<file path="src/rtl/mbsa_pkg.sv">
// shared types and constants for the scaled 1-bpp bmp pixel address block
// no dependencies; compiled first
`default_nettype none

package mbsa_pkg;

  // display size used for the on-screen test
  localparam int SCREEN_WIDTH  = 800;
  localparam int SCREEN_HEIGHT = 480;

  // field widths
  localparam int IMG_W    = 12;   // image width / height
  localparam int DEST_W   = 10;   // card size and destination index
  localparam int COORD_W  = 16;   // screen coordinates
  localparam int ADDR_W   = 32;   // file byte address
  localparam int BIT_W    = 3;    // bit within byte
  localparam int FRAC_W   = 8;    // fraction bits of the 12.8 step
  localparam int STEP_W   = IMG_W + FRAC_W;     // step before truncation to any range
  localparam int PROD_W   = DEST_W + STEP_W;    // index times step
  localparam int SRC_W    = PROD_W - FRAC_W;    // integer part of index times step
  localparam int RB_W     = 10;   // row length in bytes, at most 512
  localparam int ROWP_W   = IMG_W + RB_W;       // file row times row length
  localparam int DIV_CNT_W = $clog2(STEP_W);

  // configuration port
  localparam int CFG_IDX_W  = 3;
  localparam int CFG_DATA_W = 32;

  localparam logic [CFG_IDX_W-1:0] REG_IMAGE_WIDTH  = 3'd0;
  localparam logic [CFG_IDX_W-1:0] REG_IMAGE_HEIGHT = 3'd1;
  localparam logic [CFG_IDX_W-1:0] REG_BOTTOM_UP    = 3'd2;
  localparam logic [CFG_IDX_W-1:0] REG_DATA_OFFSET  = 3'd3;
  localparam logic [CFG_IDX_W-1:0] REG_DEST_WIDTH   = 3'd4;
  localparam logic [CFG_IDX_W-1:0] REG_DEST_HEIGHT  = 3'd5;
  localparam logic [CFG_IDX_W-1:0] REG_ORIGIN_X     = 3'd6;
  localparam logic [CFG_IDX_W-1:0] REG_ORIGIN_Y     = 3'd7;

  // settings seen by the address pipeline, sizes already forced to at least one
  typedef struct packed {
    logic [IMG_W-1:0]   iw;
    logic [IMG_W-1:0]   ih;
    logic [RB_W-1:0]    row_bytes;
    logic               bottom_up;
    logic [ADDR_W-1:0]  data_offset;
    logic [COORD_W-1:0] origin_x;
    logic [COORD_W-1:0] origin_y;
    logic [STEP_W-1:0]  step_x;
    logic [STEP_W-1:0]  step_y;
  } cfg_t;

  // divider status
  typedef struct packed {
    logic busy;
    logic done;
  } div_stat_t;

endpackage

`default_nettype wire

</file>
<file path="src/rtl/mbsa_if.sv">
// valid/ready channel interfaces: destination pixel in, source address out
// depends on mbsa_pkg
`default_nettype none

interface mbsa_pix_if;
  import mbsa_pkg::*;

  logic              valid;
  logic              ready;
  logic [DEST_W-1:0] dest_col;
  logic [DEST_W-1:0] dest_row;

  modport source (output valid, dest_col, dest_row, input ready);
  modport sink   (input valid, dest_col, dest_row, output ready);
endinterface

interface mbsa_addr_if;
  import mbsa_pkg::*;

  logic                      valid;
  logic                      ready;
  logic [ADDR_W-1:0]         byte_address;
  logic [BIT_W-1:0]          bit_select;
  logic signed [COORD_W-1:0] screen_x;
  logic signed [COORD_W-1:0] screen_y;
  logic                      on_screen;

  modport source (output valid, byte_address, bit_select, screen_x, screen_y, on_screen,
                  input ready);
  modport sink   (input valid, byte_address, bit_select, screen_x, screen_y, on_screen,
                  output ready);
endinterface

`default_nettype wire

</file>
<file path="src/rtl/mbsa_step_div.sv">
// restoring divider, one quotient bit per cycle, for the 12.8 scale steps
// depends on mbsa_pkg
`default_nettype none

module mbsa_step_div (
  input  wire logic                       clk,
  input  wire logic                       rst,
  input  wire logic                       start,
  input  wire logic [mbsa_pkg::STEP_W-1:0] dividend,
  input  wire logic [mbsa_pkg::DEST_W-1:0] divisor,
  output mbsa_pkg::div_stat_t             stat,
  output logic [mbsa_pkg::STEP_W-1:0]     quotient
);
  import mbsa_pkg::*;

  logic                  busy;
  logic                  done;
  logic [DIV_CNT_W-1:0]  cnt;
  logic [DEST_W-1:0]     rem;
  logic [STEP_W-1:0]     quo;
  logic [DEST_W-1:0]     dvsr;
  logic [DEST_W:0]       trial;
  logic                  qbit;

  // trial subtract of the shifted remainder
  always_comb begin
    trial = {rem, quo[STEP_W-1]};
    qbit  = (trial >= {1'b0, dvsr});
  end

  // control
  always_ff @(posedge clk) begin
    if (rst) begin
      busy <= 1'b0;
      done <= 1'b0;
      cnt  <= '0;
    end else begin
      done <= 1'b0;
      if (start) begin
        busy <= 1'b1;
        cnt  <= '0;
      end else if (busy) begin
        cnt <= cnt + 1'b1;
        if (cnt == DIV_CNT_W'(STEP_W - 1)) begin
          busy <= 1'b0;
          done <= 1'b1;
        end
      end
    end
  end

  // datapath: dividend shifts out the top while quotient bits shift in
  always_ff @(posedge clk) begin
    if (start) begin
      rem  <= '0;
      quo  <= dividend;
      dvsr <= divisor;
    end else if (busy) begin
      rem <= qbit ? DEST_W'(trial - {1'b0, dvsr}) : trial[DEST_W-1:0];
      quo <= {quo[STEP_W-2:0], qbit};
    end
  end

  assign stat.busy = busy;
  assign stat.done = done;
  assign quotient  = quo;

  // remainder stays below the divisor while iterating
  a_rem_below: assert property (@(posedge clk) disable iff (rst)
    busy && !start |=> rem < dvsr)
    else $error("divider remainder not below divisor");

  // a result is flagged only right after the last iteration
  a_done_after_busy: assert property (@(posedge clk) disable iff (rst)
    done |-> $past(busy) && !busy)
    else $error("divider done without finishing");

endmodule

`default_nettype wire

</file>
<file path="src/rtl/mbsa_addr_pipe.sv">
// five-stage address pipeline: scale, clamp, flip, row multiply, final add
// depends on mbsa_pkg and mbsa_if
`default_nettype none

module mbsa_addr_pipe (
  input  wire logic            clk,
  input  wire logic            rst,
  input  wire mbsa_pkg::cfg_t  cfg,
  input  wire logic            accept_en,
  mbsa_pix_if.sink             pix,
  mbsa_addr_if.source          addr
);
  import mbsa_pkg::*;

  // stage valids and advance terms
  logic v1, v2, v3, v4, v5;
  logic adv1, adv2, adv3, adv4, adv5;

  // stage 1: index times step, screen position
  logic [PROD_W-1:0]  px1, py1;
  logic [COORD_W-1:0] sx1, sy1;
  // stage 2: clamped source position
  logic [IMG_W-1:0]   src_x2, src_y2;
  logic [COORD_W-1:0] sx2, sy2;
  logic               on2;
  // stage 3: file row
  logic [IMG_W-1:0]   src_x3, row3;
  logic [COORD_W-1:0] sx3, sy3;
  logic               on3;
  // stage 4: row offset product
  logic [ROWP_W-1:0]  rowp4;
  logic [IMG_W-4:0]   colb4;
  logic [BIT_W-1:0]   bit4;
  logic [COORD_W-1:0] sx4, sy4;
  logic               on4;
  // stage 5: output register
  logic [ADDR_W-1:0]  addr5;
  logic [BIT_W-1:0]   bit5;
  logic [COORD_W-1:0] sx5, sy5;
  logic               on5;

  logic [SRC_W-1:0]   sxi, syi;

  // backpressure chain
  assign adv5 = !v5 || addr.ready;
  assign adv4 = !v4 || adv5;
  assign adv3 = !v3 || adv4;
  assign adv2 = !v2 || adv3;
  assign adv1 = !v1 || adv2;
  assign pix.ready = adv1 && accept_en;

  // integer part of the scaled index
  assign sxi = px1[PROD_W-1:FRAC_W];
  assign syi = py1[PROD_W-1:FRAC_W];

  // valid bits
  always_ff @(posedge clk) begin
    if (rst) begin
      v1 <= 1'b0;
      v2 <= 1'b0;
      v3 <= 1'b0;
      v4 <= 1'b0;
      v5 <= 1'b0;
    end else begin
      if (adv1) v1 <= pix.valid && accept_en;
      if (adv2) v2 <= v1;
      if (adv3) v3 <= v2;
      if (adv4) v4 <= v3;
      if (adv5) v5 <= v4;
    end
  end

  // stage 1
  always_ff @(posedge clk) begin
    if (adv1) begin
      px1 <= PROD_W'(pix.dest_col) * PROD_W'(cfg.step_x);
      py1 <= PROD_W'(pix.dest_row) * PROD_W'(cfg.step_y);
      sx1 <= cfg.origin_x + COORD_W'(pix.dest_col);
      sy1 <= cfg.origin_y + COORD_W'(pix.dest_row);
    end
  end

  // stage 2: clamp to the last column or row, on-screen test
  always_ff @(posedge clk) begin
    if (adv2) begin
      src_x2 <= (sxi >= SRC_W'(cfg.iw)) ? cfg.iw - 1'b1 : sxi[IMG_W-1:0];
      src_y2 <= (syi >= SRC_W'(cfg.ih)) ? cfg.ih - 1'b1 : syi[IMG_W-1:0];
      sx2    <= sx1;
      sy2    <= sy1;
      on2    <= !sx1[COORD_W-1] && (sx1 < COORD_W'(SCREEN_WIDTH)) &&
                !sy1[COORD_W-1] && (sy1 < COORD_W'(SCREEN_HEIGHT));
    end
  end

  // stage 3: flip the row for bottom-up storage
  always_ff @(posedge clk) begin
    if (adv3) begin
      src_x3 <= src_x2;
      row3   <= cfg.bottom_up ? cfg.ih - 1'b1 - src_y2 : src_y2;
      sx3    <= sx2;
      sy3    <= sy2;
      on3    <= on2;
    end
  end

  // stage 4: row offset, byte and bit within the row
  always_ff @(posedge clk) begin
    if (adv4) begin
      rowp4 <= ROWP_W'(row3) * ROWP_W'(cfg.row_bytes);
      colb4 <= src_x3[IMG_W-1:3];
      bit4  <= ~src_x3[BIT_W-1:0];
      sx4   <= sx3;
      sy4   <= sy3;
      on4   <= on3;
    end
  end

  // stage 5: final byte address
  always_ff @(posedge clk) begin
    if (adv5) begin
      addr5 <= cfg.data_offset + ADDR_W'(rowp4) + ADDR_W'(colb4);
      bit5  <= bit4;
      sx5   <= sx4;
      sy5   <= sy4;
      on5   <= on4;
    end
  end

  assign addr.valid        = v5;
  assign addr.byte_address = addr5;
  assign addr.bit_select   = bit5;
  assign addr.screen_x     = sx5;
  assign addr.screen_y     = sy5;
  assign addr.on_screen    = on5;

  // no word taken while the block is held off
  a_no_accept_held: assert property (@(posedge clk) disable iff (rst)
    pix.valid && pix.ready |-> accept_en)
    else $error("word accepted while input held off");

  // a stalled stage 1 keeps its word
  a_stage1_holds: assert property (@(posedge clk) disable iff (rst)
    v1 && !adv2 |=> v1)
    else $error("stage 1 word lost under stall");

  // clamped source position lies inside the image
  a_src_in_image: assert property (@(posedge clk) disable iff (rst)
    v2 |-> (src_x2 < cfg.iw) && (src_y2 < cfg.ih))
    else $error("source position outside image");

  // file row lies inside the image
  a_row_in_image: assert property (@(posedge clk) disable iff (rst)
    v3 |-> row3 < cfg.ih)
    else $error("file row outside image");

endmodule

`default_nettype wire

</file>
<file path="src/rtl/mono_bmp_scaled_pixel_address.sv">
// Scaled 1-bpp bmp pixel address generator, top level.
// Channels: pix (sink) takes one destination pixel word (dest_col, dest_row) per
// valid/ready handshake; addr (source) gives one word per pixel with the file
// byte address, bit select (7 = leftmost pixel), wrapped screen coordinates and
// an on-screen flag. Settings are written through cfg_we / cfg_index / cfg_data.
// The five-stage address pipeline takes a new word every cycle, one pixel per
// cycle, unless the addr receiver stalls it or a step recompute holds it off.
// The horizontal and vertical 12.8 steps come from a shared restoring divider,
// one quotient bit per cycle: a write to image or card width or height starts a
// recompute of both steps, and pix.ready stays low until it is done. Writes to
// other registers take effect at once. Reset loads the register defaults with
// both steps preset to 1.0, so pixels are taken in the cycle after reset with no
// wait. When the addr receiver stalls the pipeline fills, then pix.ready drops;
// nothing is lost or repeated.
// Depends on mbsa_pkg, mbsa_if, mbsa_step_div and mbsa_addr_pipe.
`default_nettype none

module mono_bmp_scaled_pixel_address (
  input  wire logic                            clk,
  input  wire logic                            rst,
  input  wire logic                            cfg_we,
  input  wire logic [mbsa_pkg::CFG_IDX_W-1:0]  cfg_index,
  input  wire logic [mbsa_pkg::CFG_DATA_W-1:0] cfg_data,
  mbsa_pix_if.sink                             pix,
  mbsa_addr_if.source                          addr
);
  import mbsa_pkg::*;

  localparam logic [1:0] SEQ_IDLE = 2'd0;
  localparam logic [1:0] SEQ_X    = 2'd1;
  localparam logic [1:0] SEQ_Y    = 2'd2;

  // configuration registers
  logic [IMG_W-1:0]   image_width, image_height;
  logic               bottom_up;
  logic [ADDR_W-1:0]  data_offset;
  logic [DEST_W-1:0]  dest_width, dest_height;
  logic [COORD_W-1:0] origin_x, origin_y;

  // derived settings
  logic [IMG_W-1:0]   iw, ih;
  logic [DEST_W-1:0]  dw, dh;
  logic [IMG_W:0]     iw_round;
  logic [STEP_W-1:0]  step_x, step_y;
  logic               recalc;
  logic [1:0]         state, state_next;
  logic               size_write;

  // divider hookup
  logic               div_start;
  logic [STEP_W-1:0]  div_dividend;
  logic [DEST_W-1:0]  div_divisor;
  div_stat_t          div_stat;
  logic [STEP_W-1:0]  div_q;
  cfg_t               cfg;

  // register writes
  always_ff @(posedge clk) begin
    if (rst) begin
      image_width  <= IMG_W'(1);
      image_height <= IMG_W'(1);
      bottom_up    <= 1'b1;
      data_offset  <= '0;
      dest_width   <= DEST_W'(1);
      dest_height  <= DEST_W'(1);
      origin_x     <= '0;
      origin_y     <= '0;
    end else if (cfg_we) begin
      case (cfg_index)
        REG_IMAGE_WIDTH:  image_width  <= cfg_data[IMG_W-1:0];
        REG_IMAGE_HEIGHT: image_height <= cfg_data[IMG_W-1:0];
        REG_BOTTOM_UP:    bottom_up    <= cfg_data[0];
        REG_DATA_OFFSET:  data_offset  <= cfg_data[ADDR_W-1:0];
        REG_DEST_WIDTH:   dest_width   <= cfg_data[DEST_W-1:0];
        REG_DEST_HEIGHT:  dest_height  <= cfg_data[DEST_W-1:0];
        REG_ORIGIN_X:     origin_x     <= cfg_data[COORD_W-1:0];
        REG_ORIGIN_Y:     origin_y     <= cfg_data[COORD_W-1:0];
        default: ;
      endcase
    end
  end

  // a zero size acts as one
  assign iw = (image_width  == '0) ? IMG_W'(1)  : image_width;
  assign ih = (image_height == '0) ? IMG_W'(1)  : image_height;
  assign dw = (dest_width   == '0) ? DEST_W'(1) : dest_width;
  assign dh = (dest_height  == '0) ? DEST_W'(1) : dest_height;

  // rows padded to 32 bits
  assign iw_round = {1'b0, iw} + (IMG_W + 1)'(31);

  assign size_write = cfg_we && ((cfg_index == REG_IMAGE_WIDTH) ||
                                 (cfg_index == REG_IMAGE_HEIGHT) ||
                                 (cfg_index == REG_DEST_WIDTH) ||
                                 (cfg_index == REG_DEST_HEIGHT));

  // step recompute sequencer
  always_comb begin
    state_next   = state;
    div_start    = 1'b0;
    div_dividend = {iw, FRAC_W'(0)};
    div_divisor  = dw;
    case (state)
      SEQ_IDLE: begin
        if (recalc) begin
          div_start  = 1'b1;
          state_next = SEQ_X;
        end
      end
      SEQ_X: begin
        div_dividend = {ih, FRAC_W'(0)};
        div_divisor  = dh;
        if (div_stat.done) begin
          div_start  = 1'b1;
          state_next = SEQ_Y;
        end
      end
      SEQ_Y: begin
        if (div_stat.done) state_next = SEQ_IDLE;
      end
      default: state_next = SEQ_IDLE;
    endcase
  end

  always_ff @(posedge clk) begin
    if (rst) begin
      state  <= SEQ_IDLE;
      recalc <= 1'b0;
      step_x <= STEP_W'(256);
      step_y <= STEP_W'(256);
    end else begin
      state <= state_next;
      if (size_write) recalc <= 1'b1;
      else if (state == SEQ_IDLE) recalc <= 1'b0;
      if (state == SEQ_X && div_stat.done) step_x <= div_q;
      if (state == SEQ_Y && div_stat.done) step_y <= div_q;
    end
  end

  mbsa_step_div u_div (
    .clk      (clk),
    .rst      (rst),
    .start    (div_start),
    .dividend (div_dividend),
    .divisor  (div_divisor),
    .stat     (div_stat),
    .quotient (div_q)
  );

  // settings bundle for the pipeline
  always_comb begin
    cfg.iw          = iw;
    cfg.ih          = ih;
    cfg.row_bytes   = {iw_round[IMG_W:5], 2'b00};
    cfg.bottom_up   = bottom_up;
    cfg.data_offset = data_offset;
    cfg.origin_x    = origin_x;
    cfg.origin_y    = origin_y;
    cfg.step_x      = step_x;
    cfg.step_y      = step_y;
  end

  mbsa_addr_pipe u_pipe (
    .clk       (clk),
    .rst       (rst),
    .cfg       (cfg),
    .accept_en (state == SEQ_IDLE && !recalc),
    .pix       (pix),
    .addr      (addr)
  );

  // input is held off during a recompute
  a_hold_while_div: assert property (@(posedge clk) disable iff (rst)
    state != SEQ_IDLE |-> !pix.ready)
    else $error("input ready during step recompute");

  // a size write always leads into a recompute
  a_write_recalc: assert property (@(posedge clk) disable iff (rst)
    size_write |=> recalc)
    else $error("size write did not schedule recompute");

endmodule

`default_nettype wire

</file>
<file path="src/flat_wrapper.sv">
// flat-port wrapper written by rule: the top's interface ports become plain ports
module mono_bmp_scaled_pixel_address_flat import mbsa_pkg::*;
  (clk, rst, cfg_we, cfg_index, cfg_data, pix_valid, pix_dest_col, pix_dest_row, pix_ready, addr_valid, addr_byte_address, addr_bit_select, addr_screen_x, addr_screen_y, addr_on_screen, addr_ready);
  mbsa_pix_if pix_i ();
  mbsa_addr_if addr_i ();
  input  wire logic clk;
  input  wire logic rst;
  input  wire logic cfg_we;
  input  wire logic [mbsa_pkg::CFG_IDX_W-1:0] cfg_index;
  input  wire logic [mbsa_pkg::CFG_DATA_W-1:0] cfg_data;
  input wire logic [$bits(pix_i.valid)-1:0] pix_valid;
  input wire logic [$bits(pix_i.dest_col)-1:0] pix_dest_col;
  input wire logic [$bits(pix_i.dest_row)-1:0] pix_dest_row;
  output wire logic [$bits(pix_i.ready)-1:0] pix_ready;
  output wire logic [$bits(addr_i.valid)-1:0] addr_valid;
  output wire logic [$bits(addr_i.byte_address)-1:0] addr_byte_address;
  output wire logic [$bits(addr_i.bit_select)-1:0] addr_bit_select;
  output wire logic [$bits(addr_i.screen_x)-1:0] addr_screen_x;
  output wire logic [$bits(addr_i.screen_y)-1:0] addr_screen_y;
  output wire logic [$bits(addr_i.on_screen)-1:0] addr_on_screen;
  input wire logic [$bits(addr_i.ready)-1:0] addr_ready;
  assign pix_i.valid = pix_valid;
  assign pix_i.dest_col = pix_dest_col;
  assign pix_i.dest_row = pix_dest_row;
  assign pix_ready = pix_i.ready;
  assign addr_valid = addr_i.valid;
  assign addr_byte_address = addr_i.byte_address;
  assign addr_bit_select = addr_i.bit_select;
  assign addr_screen_x = addr_i.screen_x;
  assign addr_screen_y = addr_i.screen_y;
  assign addr_on_screen = addr_i.on_screen;
  assign addr_i.ready = addr_ready;
  mono_bmp_scaled_pixel_address u_core (.clk(clk), .rst(rst), .cfg_we(cfg_we), .cfg_index(cfg_index), .cfg_data(cfg_data), .pix(pix_i), .addr(addr_i));
endmodule
</file>
<file path="config.mk">
export PLATFORM = sky130hd
export DESIGN_NAME = mono_bmp_scaled_pixel_address_flat
export DESIGN_NICKNAME = d
export VERILOG_FILES = /design/src/rtl/mbsa_pkg.sv /design/src/rtl/mbsa_if.sv /design/src/rtl/mbsa_step_div.sv /design/src/rtl/mbsa_addr_pipe.sv /design/src/rtl/mono_bmp_scaled_pixel_address.sv /design/src/flat_wrapper.sv
export SDC_FILE = /design/constraint.sdc
export NUM_CORES = 2
export LEC_CHECK = 0
export BUFFER_PORTS_ARGS = -buffer_cell sky130_fd_sc_hd__buf_4
export CAP_MARGIN = 20
export CORE_ASPECT_RATIO = 1.75
export CORE_MARGIN = 2
export CORE_UTILIZATION = 47
export DETAILED_ROUTE_END_ITERATION = 10
export PLACE_DENSITY = 0.71
export SLEW_MARGIN = 20
export SYNTH_ARGS = -nofsm -noshare
export SYNTH_HDL_FRONTEND = slang
export SYNTH_SLANG_ARGS = --single-unit
</file>
<file path="constraint.sdc">
create_clock -name clk -period 7 [get_ports clk]
set_input_delay 1.05 -clock clk [delete_from_list [all_inputs] [get_ports clk]]
set_output_delay 1.05 -clock clk [all_outputs]
set_load 0.005 [all_outputs]
</file>
# Yosys cells after proc, flatten, opt, wreduce, memory -nomap -nowiden
# Index checks and enable logic that the tools add are counted.
# classes
add_sub_neg	10
n_mul	3
order_cmp	5
n_eq_ne	13
n_mux	25
n_bitwise	2
n_reduce_logical	44
# op_table
cell	n
multiplier 10 x 20 -> 30 bit	2
two-way mux 12 bit	5
two-way mux 20 bit	3
>= comparator 22 x 12 -> 1 bit	2
two-way mux 10 bit	4
adder 16 x 10 -> 16 bit	2
adder 32 x 22 -> 32 bit	1
adder 32 x 9 -> 32 bit	1
logical NOT 12 bit	2
subtractor 12 x 1 -> 12 bit, second input constant	2
logical NOT 10 bit	2
multiplier 12 x 8 -> 20 bit	1
< comparator 16 x 10 -> 1 bit, second input constant	1
< comparator 16 x 9 -> 1 bit, second input constant	1
AND reduction 2 bit	8
adder 12 x 5 -> 13 bit, second input constant	1
equality test 3 bit, second input constant	4
subtractor 12 bit	1
>= comparator 11 x 10 -> 1 bit	1
subtractor 10 bit	1
logical AND 1 bit	9
logical NOT 1 bit	8
logical OR 1 bit	8
two-way mux 1 bit	8
other kinds (19)	24
# totals
register_bits	543
inputBits	60
output_inout_bits	70
wordCells	150

# Depth between registers and ports, before layout
# depth
word_depth	7
depth_mapped	29
mapped_depth_nobuf	27

# Modules after synthesis
# A second synthesis with hierarchy kept.
# hier_totals
hier_cells	3756
hier_area_um2	38563.2
# modules_own_cells
module	n_inst	cells_each	area_per_inst_um2	seq_area_each_um2
mbsa_addr_pipe	1	2776	30133.9	9859.5
mono_bmp_scaled_pixel_address	1	768	6030.8	3042.9
mbsa_step_div	1	212	2398.6	1241.2

# Worst setup path after synthesis
# Ideal clock, no wire load.
# synth_timing
kind	register to register
from	register u_core.image_width[5]
to	register u_core.u_pipe.rowp4[19], data pin
setup_time_ns	0.158
t_arrival_ns	6.317
t_required_ns	6.842
path_slack_ns	0.525
path_stages_with_launch	27
path_buffers	2
synth_period_minus_slack_ns	6.475
path_cell_list	dfxtp_1 -> clkbuf_1 -> inv_1 -> nand4_1 -> nor4_1 -> and2_1 -> a21oi_1 -> ha_1 -> nand4_1 -> nand4_1 -> xnor2_1 -> clkbuf_1 -> nand2b_1 -> fa_1 -> fa_1 -> inv_1 -> fa_1 -> inv_1 -> fa_1 -> inv_1 -> ha_1 -> o21a_1 -> o211ai_1 -> a21oi_1 -> o31ai_2 -> or4b_1 -> o211ai_1
# synth_between
elab_chain_cells	4
# synth_lines
item	line_no	source
from (decl)	mono_bmp_scaled_pixel_address.sv:34	logic [IMG_W-1:0] image_width, image_height;
from (signal assigned)	mono_bmp_scaled_pixel_address.sv:70	REG_IMAGE_WIDTH: image_width <= cfg_data[IMG_W-1:0];
logical NOT 12 bit	mono_bmp_scaled_pixel_address.sv:84	assign iw = (image_width == '0) ? IMG_W'(1) : image_width;
two-way mux 12 bit (*)	mono_bmp_scaled_pixel_address.sv:84	
adder 12 x 5 -> 13 bit (*)	mono_bmp_scaled_pixel_address.sv:90	assign iw_round = {1'b0, iw} + (IMG_W + 1)'(31);
multiplier 12 x 8 -> 20 bit (*)	mbsa_addr_pipe.sv:109	rowp4 <= ROWP_W'(row3) * ROWP_W'(cfg.row_bytes);
to (signal assigned)	mbsa_addr_pipe.sv:109	
to (decl)	mbsa_addr_pipe.sv:31	logic [ROWP_W-1:0] rowp4;
# Mark *: on every way between the ends. The rest lies on a longest branch, timed or not.
# A chain may end at the register's enable or synchronous reset.

# Final worst setup path
# layout_timing
from	register u_core.image_width[7]
to	register u_core.u_pipe.rowp4[20], data pin
# Same word-level chain as after synthesis.

==> summary.md <==
- slack of the critical path: 0.361 ns
- buffer count from post-CTS setup fixing: 0
- IO Pins: 130
- Avg WL per Cell: 18.5 microns
- count of pins over their slew limit: 0
- share of the yosys chip area belonging to registers: 0.379
- combinational group share of total power: 0.171
- max-capacitance violation count: 0
- Post-Syn Area per Cell: 10.2 sq um
- Clock Sink Count: 527
- Total Die Area: 81300 sq um
- leakage power: 0.0181 uW
- via count of the first global-routing pass: 27000
- ys flop type: edfxtp_1
- run status: finished clean
- post-placement worst setup slack: 0.381 ns
- initial cell density of the core: 0.473
- IR drop worst, VDD: 0.202 mV
- library cell occupying the most area in the post-synthesis netlist: edfxtp_1
- number of failing hold endpoints at the final stage: 0
- number of H-tree levels: 2
- Overflow after GRT: 0
- register share of total power: 0.493
- iteration-0 DRC count of the detailed router: 1279
- worst slew pin tran: 1.07 ns
- clock transition at the registers of the reported paths: 0.07 ns
- Die Width: 216 microns
- Detailed Route WL: 87.8 mm
- relative slew slack: 0.286
- WS Path Type: flop to flop
- DIE HEIGHT: 376 microns
- post-synthesis instance area: 37100 sq um
- Fin Hold WS: 0.405 ns
- count of mapped cells out of synthesis: 3628
- top cells by area in the synthesized netlist: edfxtp_1, fa_1, dfxtp_1
- crit path DAT: 6.96 ns
- endpoints failing setup: 0
- Net Count, Synth: 4313
- internal cell power: 5590 uW
- layout overhead on the synthesized area: 9.52%
- post-detailed-route DRC marker count: 0
- standard-cell rows: 136
- RD Place Congestion: 0.963
- async set-or-reset flop fraction in the synthesized netlist: 0
- most repeated cell in the gate-level netlist after synthesis: nand2_1
- number of antenna violations at the first check in global routing: 2
- data required time of the worst path: 7.32 ns
- Sw Share: 0.273
- pin count of the biggest net entering global routing: 104
- worst clock skew on the final layout: 0.0308 ns
- Post-synth top cells: nand2_1, inv_1, fa_1
- category of the worst setup path capture point: flop
- element type at the critical path start: flop
- routed via count: 25800
- Diodes inserted: 0
- fmax: 151 MHz
- period utilisation layout: 0.948
- fin nets: 4366
- Placeable Area: 78400 sq um
- post-synthesis register bit count: 527
- number of port buffers: 129
- Root Driver: clkbuf_16
- post-layout min period: 6.64 ns
- proportion of layout cells with a drive suffix above 1: 0.0804
- EDFF count, synth: 353
- HPWL after detailed placement: 67.4 mm
- clk_lat worst skew: 0.59 ns
- TritonCTS clock tree: yes
- hold buffer count at cts: 0
- DRT antenna net count: 0
- maximum number of buffers from clock root to sink: 3
- first-pass GRT wire length: 140 mm
- Initial DRT Pass Iterations: 5
- Total GRT Usage: 0.219
- fill cell total of the finished layout: 6922
- library cells used by synthesis: 68
- Synthesis Warnings: 0
- power share of the clock group: 0.336
- Psw: 2100 uW
- worst hold path type: flop to flop
- area fraction of the dominant cell type after synthesis: 0.286
- power density over the cells: 189 nW/um^2
- average via count per standard cell: 5.43
- largest fanout on the critical path: 10
- number of buffers inserted during clock tree synthesis: 46
==> cells by family (layout without fill, tap and decap cells) <==
logic type               count (synthesis)  count (layout)  synth area share
AO/OA/AOI/OAI                          500             500            0.0802
flip-flops                             527             527             0.379
AND/OR/NAND/NOR                       1221            1221             0.155
adder cells (fa/ha/maj)                625             625             0.282
buffers and inverters                  574             665            0.0581
XOR/XNOR                               137             137            0.0323
multiplexers                            44              44            0.0128
==> stage by stage <==
| stage | instances | util | instance area [sq um] | total power [uW] | TNS, ns |
|---|---|---|---|---|---|
| 2_1_floorplan | 3628 | - | 37100 | 4710 | 0 |
| 3_3_place_gp | 4666 | 0.498 | 39000 | 5150 | 0 |
| 3_5_place_dp | 4666 | 0.498 | 39000 | 5180 | 0 |
| 4_1_cts | 4752 | 0.517 | 40600 | 7760 | 0 |
| 5_1_grt | 4754 | 0.518 | 40600 | 8040 | -0.0301 |
| 6_report | 4754 | 0.518 | 40600 | 7690 | 0 |
==> cell usage in the layout (no fill, tap or decap), drive strengths merged, types with 22 or more instances in the layout <==
master and n:
nor2 105, ha 271, nand3 37, a21oi 260, nor2b 76, mux2 29, nor3 51, clkbuf 51
and2 190, edfxtp 353, nand2b 34, nand2 630, o21a 23, inv 423, a21o 32, o21ai 82
xnor2 102, buf 158, dfxtp 174, fa 354, xor2 35, nand4 22
==> critical path: stages (launching register included) <==
cell      delay, ns
dfxtp_1        0.36
inv_1          0.18
nand4_1        0.23
nor4_2         0.33
and2_1         0.21
a21oi_1        0.11
ha_1           0.24
nand4_1        0.13
nand4_1        0.17
nor3_1         0.32
buf_4          0.24
and2_1         0.17
fa_1           0.42
fa_1           0.52
fa_1           0.54
inv_1          0.05
fa_1           0.53
inv_1          0.04
ha_1           0.36
and3_1         0.21
a211oi_1       0.40
nor3_1         0.14
a311o_1        0.34
xor2_1         0.14
==> path summary, 6_finish.rpt <==
check | from | endpoint | slack, ns | depth (start not counted)
max reg2reg | u_core.image_width[7] | u_core.u_pipe.rowp4[20] | 0.36 | 23
max | u_core.image_width[7] | u_core.u_pipe.rowp4[20] | 0.36 | 23
min | u_core.u_pipe.sy1[1] | u_core.u_pipe.sy2[1] | 0.40 | 0
min reg2reg | u_core.u_pipe.sy1[1] | u_core.u_pipe.sy2[1] | 0.40 | 0
==> layout make-up <==
class	count	area, sq um	share of cell area
Sequential cell	527	14100	0.346
Inverter	421	1580	0.0389
Clock inverter	35	342	0.00840
Timing Repair Buffer	158	1230	0.0302
Tap cell	1035	1290	0.0319
Clock buffer	51	1190	0.0293
Multi-Input combinational cell	2527	20900	0.515
==> metal layers <==
metal	vias up	part of all wire	GRT usage
li1	12000	-	-
met1	12900	0.35	0.223
met2	673	0.55	0.427
met3	231	0.041	0.0222
met4	4	0.059	0.121
met5	-	0.00030	0
==> repair_timing <==
| item | 4_1_cts | 5_1_grt |
|---|---|---|
| endpoints found under the hold margin | 0 | 0 |
| setup endpoints to repair | 0 | 2 |
| gates resized for setup | 0 | 1 |
==> power by group through the flow <==
stage / Combinational [uW] / Clock, uW / Sequential, uW
after global routing: 1480 / 2740 / 3820
after detailed placement: 1320 / 0 / 3860
after CTS: 1320 / 2640 / 3790
after floorplan: 911 / 0 / 3790
final: 1320 / 2580 / 3800
after global placement: 1290 / 0 / 3860
==> sequential cells by signal (all words and copies together) (netlist names), 20 cells and up <==
signal	flops
u_core.data_offset	32
u_core.u_pipe.addr.byte_address	32
u_core.u_pipe.px1	22
u_core.u_pipe.py1	22
u_core.step_x	20
u_core.step_y	20
u_core.u_div.quotient	20
u_core.u_pipe.rowp4	20
No activity file was read; power rests on OpenSTA's default activity.
